File: src/design/mtfl_pkg.sv
// Shared types and constants for the move-to-front search list.
// Used by mtfl_cell, the top level and the port checker.
package mtfl_pkg;

  localparam int unsigned ValueW = 8;
  localparam int unsigned PosW   = 7;

  // Request kinds carried by req_type.
  localparam logic REQ_LOAD  = 1'b0;
  localparam logic REQ_QUERY = 1'b1;

  // Broadcast control from the sequencer to every cell.
  typedef struct packed {
    logic              append;  // write value into the cell at the fill index
    logic              move;    // move-to-front step of a query
    logic              found;   // some valid cell matched the query value
    logic [ValueW-1:0] value;   // appended or queried value
  } cell_ctrl_t;

endpackage

File: src/design/mtfl_cell.sv
// One cell of the list: holds a single entry, compares it with the query
// and takes its upper neighbour's entry on a move. Depends on mtfl_pkg.
module mtfl_cell #(
  parameter int unsigned DECK_DEPTH = 64,
  parameter int unsigned CELL_IDX   = 0
) (
  input  logic                             clk_i,
  input  mtfl_pkg::cell_ctrl_t             ctrl_i,
  input  logic [$clog2(DECK_DEPTH+1)-1:0]  count_i,
  input  logic [mtfl_pkg::ValueW-1:0]      prev_entry_i,
  input  logic                             above_i,
  output logic [mtfl_pkg::ValueW-1:0]      entry_o,
  output logic                             above_o,
  output logic                             hit_o
);

  localparam int unsigned CntW = $clog2(DECK_DEPTH + 1);
  localparam logic [CntW-1:0] IdxC = CntW'(CELL_IDX);

  logic [mtfl_pkg::ValueW-1:0] entry_q, entry_d;
  logic                        valid;
  logic                        match;

  assign valid   = (IdxC < count_i);
  assign match   = valid && (entry_q == ctrl_i.value);
  assign above_o = above_i | match;
  assign hit_o   = match & ~above_i;
  assign entry_o = entry_q;

  always_comb begin
    entry_d = entry_q;
    if (ctrl_i.append && (count_i == IdxC)) begin
      entry_d = ctrl_i.value;
    end else if (ctrl_i.move && valid && !above_i) begin
      // top takes the value; cells down to the hit shift by one
      if (CELL_IDX == 0) begin
        entry_d = ctrl_i.value;
      end else if (ctrl_i.found) begin
        entry_d = prev_entry_i;
      end
    end
  end

  always_ff @(posedge clk_i) begin
    entry_q <= entry_d;
  end

endmodule

File: src/design/move_to_front_search_list_top.sv
// Top level of the move-to-front search list: sequencer, fill count,
// output register and the chain of mtfl_cell. Depends on mtfl_pkg.
//
//  channel | direction | handshake                 | payload
//  --------+-----------+---------------------------+---------------------------
//  in      | input     | in_valid_i / in_stall_o   | req_type_i, item_value_i
//  out     | output    | out_valid_o / out_stall_i | position_o
//
// A load word is written by the cell at the fill index at the accept edge.
// A query word is registered at accept, then every cell compares in
// parallel, the first-match chain ripples down the row and the cells
// above the hit shift in the move cycle.
// The move cycle waits while a previous result is still stalled at the
// output register; in_stall_o is high from the edge after a query is
// accepted until its move completes, including any such output stall.
// Reset clears the fill count, the sequencer and the output valid; entries
// need no clearing, since only cells below the fill count are ever read.
module move_to_front_search_list_top #(
  parameter int unsigned DECK_DEPTH = 64
) (
  input  logic                           clk_i,
  input  logic                           rst_ni,
  input  logic                           in_valid_i,
  output logic                           in_stall_o,
  input  logic                           req_type_i,
  input  logic [mtfl_pkg::ValueW-1:0]    item_value_i,
  output logic                           out_valid_o,
  input  logic                           out_stall_i,
  output logic [mtfl_pkg::PosW-1:0]      position_o
);

  localparam int unsigned CntW  = $clog2(DECK_DEPTH + 1);
  localparam int unsigned IdxW  = $clog2(DECK_DEPTH);
  localparam int unsigned PsumW = (IdxW + 1 > mtfl_pkg::PosW) ? IdxW + 1 : mtfl_pkg::PosW;

  // sequencer codes
  localparam logic ST_IDLE = 1'b0;
  localparam logic ST_MOVE = 1'b1;

  logic                          state_q, state_d;
  logic [CntW-1:0]               count_q, count_d;
  logic [mtfl_pkg::ValueW-1:0]   query_q, query_d;
  logic                          out_valid_q, out_valid_d;
  logic [mtfl_pkg::PosW-1:0]     pos_q, pos_d;

  logic                          in_accept;
  logic                          out_free;
  logic                          move_go;
  logic                          full;
  mtfl_pkg::cell_ctrl_t          ctrl;

  logic [mtfl_pkg::ValueW-1:0]   entries [DECK_DEPTH];
  logic [DECK_DEPTH:0]           above;
  logic [DECK_DEPTH-1:0]         hit;
  logic [IdxW-1:0]               hit_idx;
  logic [PsumW-1:0]              pos_sum;

  assign in_stall_o  = (state_q == ST_MOVE);
  assign in_accept   = in_valid_i && !in_stall_o;
  assign out_free    = !out_valid_q || !out_stall_i;
  assign move_go     = (state_q == ST_MOVE) && out_free;
  assign full        = (count_q == CntW'(DECK_DEPTH));
  assign out_valid_o = out_valid_q;
  assign position_o  = pos_q;

  // Broadcast control: appends come straight from the input word, moves use
  // the registered query value.
  always_comb begin
    ctrl.append = in_accept && (req_type_i == mtfl_pkg::REQ_LOAD) && !full;
    ctrl.move   = move_go;
    ctrl.found  = above[DECK_DEPTH];
    ctrl.value  = (state_q == ST_MOVE) ? query_q : item_value_i;
  end

  assign above[0] = 1'b0;

  for (genvar i = 0; i < DECK_DEPTH; i++) begin : g_cell
    logic [mtfl_pkg::ValueW-1:0] prev_entry;
    if (i == 0) begin : g_top
      assign prev_entry = query_q;
    end else begin : g_rest
      assign prev_entry = entries[i-1];
    end
    mtfl_cell #(
      .DECK_DEPTH (DECK_DEPTH),
      .CELL_IDX   (i)
    ) u_cell (
      .clk_i        (clk_i),
      .ctrl_i       (ctrl),
      .count_i      (count_q),
      .prev_entry_i (prev_entry),
      .above_i      (above[i]),
      .entry_o      (entries[i]),
      .above_o      (above[i+1]),
      .hit_o        (hit[i])
    );
  end

  // At most one hit bit is set, so OR the indices together; no hit gives
  // index zero, which is exactly the top position reported on a miss.
  always_comb begin
    hit_idx = '0;
    for (int i = 0; i < DECK_DEPTH; i++) begin
      if (hit[i]) begin
        hit_idx = hit_idx | IdxW'(i);
      end
    end
  end

  assign pos_sum = PsumW'(hit_idx) + PsumW'(1);

  always_comb begin
    state_d     = state_q;
    count_d     = count_q;
    query_d     = query_q;
    out_valid_d = out_valid_q;
    pos_d       = pos_q;

    if (ctrl.append) begin
      count_d = count_q + CntW'(1);
    end

    unique case (state_q)
      ST_IDLE: begin
        if (in_accept && (req_type_i == mtfl_pkg::REQ_QUERY)) begin
          query_d = item_value_i;
          state_d = ST_MOVE;
        end
        if (out_valid_q && !out_stall_i) begin
          out_valid_d = 1'b0;
        end
      end
      ST_MOVE: begin
        // hold until the output register can take the position
        if (move_go) begin
          out_valid_d = 1'b1;
          pos_d       = pos_sum[mtfl_pkg::PosW-1:0];
          state_d     = ST_IDLE;
        end
      end
      default: begin
        state_d = ST_IDLE;
      end
    endcase
  end

  always_ff @(posedge clk_i or negedge rst_ni) begin
    if (!rst_ni) begin
      state_q     <= ST_IDLE;
      count_q     <= '0;
      out_valid_q <= 1'b0;
    end else begin
      state_q     <= state_d;
      count_q     <= count_d;
      out_valid_q <= out_valid_d;
    end
  end

  always_ff @(posedge clk_i) begin
    query_q <= query_d;
    pos_q   <= pos_d;
  end

endmodule

File: config.mk
export PLATFORM = sky130hd
export DESIGN_NAME = move_to_front_search_list_top
export DESIGN_NICKNAME = d
export VERILOG_FILES = /design/src/design/mtfl_pkg.sv /design/src/design/mtfl_cell.sv /design/src/design/move_to_front_search_list_top.sv
export SDC_FILE = /design/constraint.sdc
export NUM_CORES = 1
export LEC_CHECK = 0
export BUFFER_PORTS_ARGS = -buffer_cell sky130_fd_sc_hd__buf_2
export CAP_MARGIN = 20
export CORE_AREA = 2 2 274 276
export CTS_CLUSTER_DIAMETER = 30
export DETAILED_ROUTE_END_ITERATION = 7
export DIE_AREA = 0 0 276 278
export PLACE_DENSITY_LB_ADDON = 0.1
export SYNTH_ARGS = -nofsm -noshare
export SYNTH_HDL_FRONTEND = slang
export SYNTH_SLANG_ARGS = --single-unit
export TNS_END_PERCENT = 30
File: constraint.sdc
create_clock -name clk_i -period 5.5 [get_ports clk_i]
set_input_delay 0.825 -clock clk_i [delete_from_list [all_inputs] [get_ports clk_i]]
set_output_delay 0.825 -clock clk_i [all_outputs]
set_load 0.01 [all_outputs]
==> flow_summary_export.csv <==
group,metric,value,unit
pwr,ir_drop,234,µV
cts,clk_pin_slew,40,ps
floorplan,die_h,278,µm
global_routing,grt_start_max_net_pins,57,
sta,max_slew.worst_pin.slew,1080,ps
cts,cts_root_buf,"clkbuf_16",
pwr,p_per_area,405,nW/µm²
sta,rsz0062_at_grt,"no",
global_routing,grt_usage,0.266,
finish,layout_commonest_cell,"edfxtp_1",
sta,slew_headroom,0.278,
logic_synthesis,yosysWarnings,0,
detailed_routing,totalWireLength,102000,µm
job,cap_violations,0,
detailed_routing,drt_pass1_iterations,7,
logic_synthesis,yosys.area.top_type,"edfxtp_1",
logic_synthesis,syn_inst,3033,
place,portBuffers,21,
floorplan,die_x,276,µm
run_status,violations,"design-rule violations",
finish,final_cell_mix,"edfxtp_1 (527), xnor2_1 (511), nand2_1 (393), o21ai_0 (330), nor2_1 (289)",
detailed_routing,wl_per_cell,24.2,µm
logic_synthesis,avgSynthCellArea,10.2,µm²
logic_synthesis,ys_seq_elements,536,
finish,fin_nets,3164,
floorplan,core.rowCount,100,
critical_path,required,5920,ps
logic_synthesis,synthMuxAreaShare,0.00434,
critical_path,cp_cell_sequence,"buf_4, mux2i_4, inv_2, buf_4, xnor2_1, o21ai_0, o21bai_1, nor3_2, nand4_2, or2_1, o21ai_4, nor2_1, and3_1, or2_1",
floorplan,start_util,0.417,
floorplan,coreArea,73800,µm²
sta,period_minus_slack,5010,ps
logic_synthesis,synth_xor_area_frac,0.147,
floorplan,ios,22,
cts,numCtsBuffers,146,
logic_synthesis,synth_edf_count,527,
critical_path,worstPathArrival,5430,ps
critical_path,worst-r2r-cell-count,14,
logic_synthesis,yosys.area_share.simple,0.158,
finish,diodes,0,
cts,clk_latency,720,ps
global_routing,grt_pass1_wl,154000,µm
floorplan,dieArea,76700,µm²
finish,layout-drive-gt1-share,0.141,
cts,cts_max_level,4,
place,gp_congestion,0.928,
finish,area.growth.synth_to_final,21.4,%
sta,finalCritPeriodShare,0.911,
cts,postCtsSetupBuffers,0,
global_routing,grt_pass1_vias,24447,
logic_synthesis,syn_nets,3051,
critical_path,start_kind,"flop",
hold_path,hold_depth,1,
detailed_routing,ant_nets,0,
sta,hold_viol_final,0,
logic_synthesis,synth_ff_type,"edfxtp_1",
pwr,leakage,0.0133,µW
cts,clockBufferDepth,3,
logic_synthesis,synthDistinctLibCells,96,
run_status,status,"finished with violations",
sta,skew,38.4,ps
logic_synthesis,synth.area.top_cells,"edfxtp_1 (51%), xnor2_1 (15%), o21ai_0 (5.4%)",
critical_path,path_max_fanout,15,
cts,cts_sinks,536,
critical_path,critPathCaptureType,"flop",
cts,tritoncts,"yes",
logic_synthesis,yosysTopAreaCellShare,0.514,
sta,fmax,0.200,GHz
detailed_routing,vias,24131,
logic_synthesis,synth_compound_area_frac,0.124,
logic_synthesis,synth_top_family_by_area,"simple AND/OR/NAND/NOR gates",
logic_synthesis,ys_async_sr_fraction,0.0168,
detailed_routing,drtIter0Drc,2276,
global_routing,grt_overflow,0,
sta,setup_viol,0,
pwr,power.total,15100,µW
logic_synthesis,syn_area,30800,µm²
global_routing,antenna_found_initial,0,
critical_path,rrSetupSlack,490,ps
logic_synthesis,synth-adder-area-share,0.00203,
sta,finalMaxSlewViolations,0,
sta,finalSetupTns,0,ps
detailed_routing,via_per_inst,5.70,
critical_path,worstSetupPathType,"flop to flop",
hold_path,hold_class,"primary input to flop",
place,place_hpwl,72400,µm
critical_path,critPathSlowestCell,"o21ai_4",
logic_synthesis,ys_seq_area_frac,0.521,
detailed_routing,drc,3,
critical_path,cp_slowest_stage_delay,520,ps
-- worst max-delay path, delay by kind of cell (launching register included) --
family | cells | cell delay [ps]
DFF | 1 | 330
muxes | 1 | 390
buffers and inverters | 3 | 960
and+or+nand+nor | 6 | 1920
xor gates and xnor gates | 1 | 140
AOI/OAI and AO/OA | 3 | 920
-- sequential cells by signal, summed over array words and instances (netlist names) --
name                   count
out_valid_o                1
g_cell.u_cell.entry_o    512
position_o                 7
count_q                    7
in_stall_o                 1
g_cell.prev_entry          8
-- cell usage after synthesis (all sizes together), types with 4 or more instances --
master / n
o41ai: 5
mux2i: 8
buf: 78
o21a: 7
a21boi: 4
inv: 29
o32ai: 4
or3: 13
o31ai: 11
a21oi: 258
and2: 15
edfxtp: 527
nor2: 289
a31oi: 6
nand3b: 6
a21o: 10
a31o: 8
nand2: 393
o2111ai: 7
o21ai: 332
nor3: 65
xnor2: 514
clkbuf: 136
nand4: 55
nor4: 53
or2: 6
a211oi: 10
o22ai: 11
nand4b: 7
nor3b: 7
nand3: 57
ha: 5
dfrtp: 9
nand2b: 20
nor2b: 4
and3: 16
or4: 13
-- worst paths after layout --
check,endpoint,startpoint
worst max-delay path,g_cell[60].u_cell.entry_o[3],in_stall_o
worst min-delay path,g_cell[0].prev_entry[5],item_value_i[5]
worst max register to register,g_cell[60].u_cell.entry_o[3],in_stall_o
worst min register to register,g_cell[33].u_cell.entry_o[6],g_cell[32].u_cell.entry_o[6]
max in group asynchronous,count_q[4],rst_ni
min in group asynchronous,out_valid_o,rst_ni
-- through the flow --
stage / util / instances / cell area (µm²) / hold slack, ps / setup slack (ps)
floorplan: - / 3033 / 30800 / 529 / 981
global placement: 0.439 / 3961 / 32400 / 556 / 363
detailed placement: 0.439 / 3961 / 32400 / 562 / 358
CTS: 0.506 / 4226 / 37400 / 303 / 532
global route: 0.507 / 4231 / 37400 / 321 / 259
finish: 0.507 / 4231 / 37400 / 336 / 492
-- layer usage --
metal | part of all wire | GRT usage | routed length (µm) | vias to the layer above
li1 | - | - | - | 11050
met1 | 0.44 | 0.356 | 45200 | 12049
met2 | 0.47 | 0.431 | 47800 | 838
met3 | 0.060 | 0.0496 | 6150 | 194
met4 | 0.031 | 0.0974 | 3150 | 0
met5 | 0 | 0 | 0 | -
-- report_power, final --
| part | switching, µW | internal (µW) |
|---|---|---|
| clock network | 2570 | 6000 |
| registers | 91.1 | 4570 |
| logic | 1290 | 610 |
| total | 3950 | 11200 |
-- kinds of logic (layout without fill, tap and decap cells) --
logic type,Yosys count,after routing
XOR/XNOR,516,516
flip-flops,536,536
AND/OR/NAND/NOR,1032,1032
adder cells (fa/ha/maj),5,5
multiplexers,8,8
AO/OA/AOI/OAI,693,693
buffers and inverters,243,472
-- timing repair --
item / 4_1_cts / 5_1_grt
hold buffers: 1 / 0
gates resized for setup: 0 / 0
endpoints found under the hold margin: 3 / 0
-- layout make-up --
type | count | area, µm²
Sequential cell | 536 | 16100
Timing Repair Buffer | 179 | 1560
Multi-Input combinational cell | 2254 | 13500
Clock buffer | 181 | 3890
Tap cell | 969 | 1210
Inverter | 29 | 116
Clock inverter | 83 | 1070
Fill cell | 6705 | 36400
Note: power is estimated with default switching activity, not from simulation.
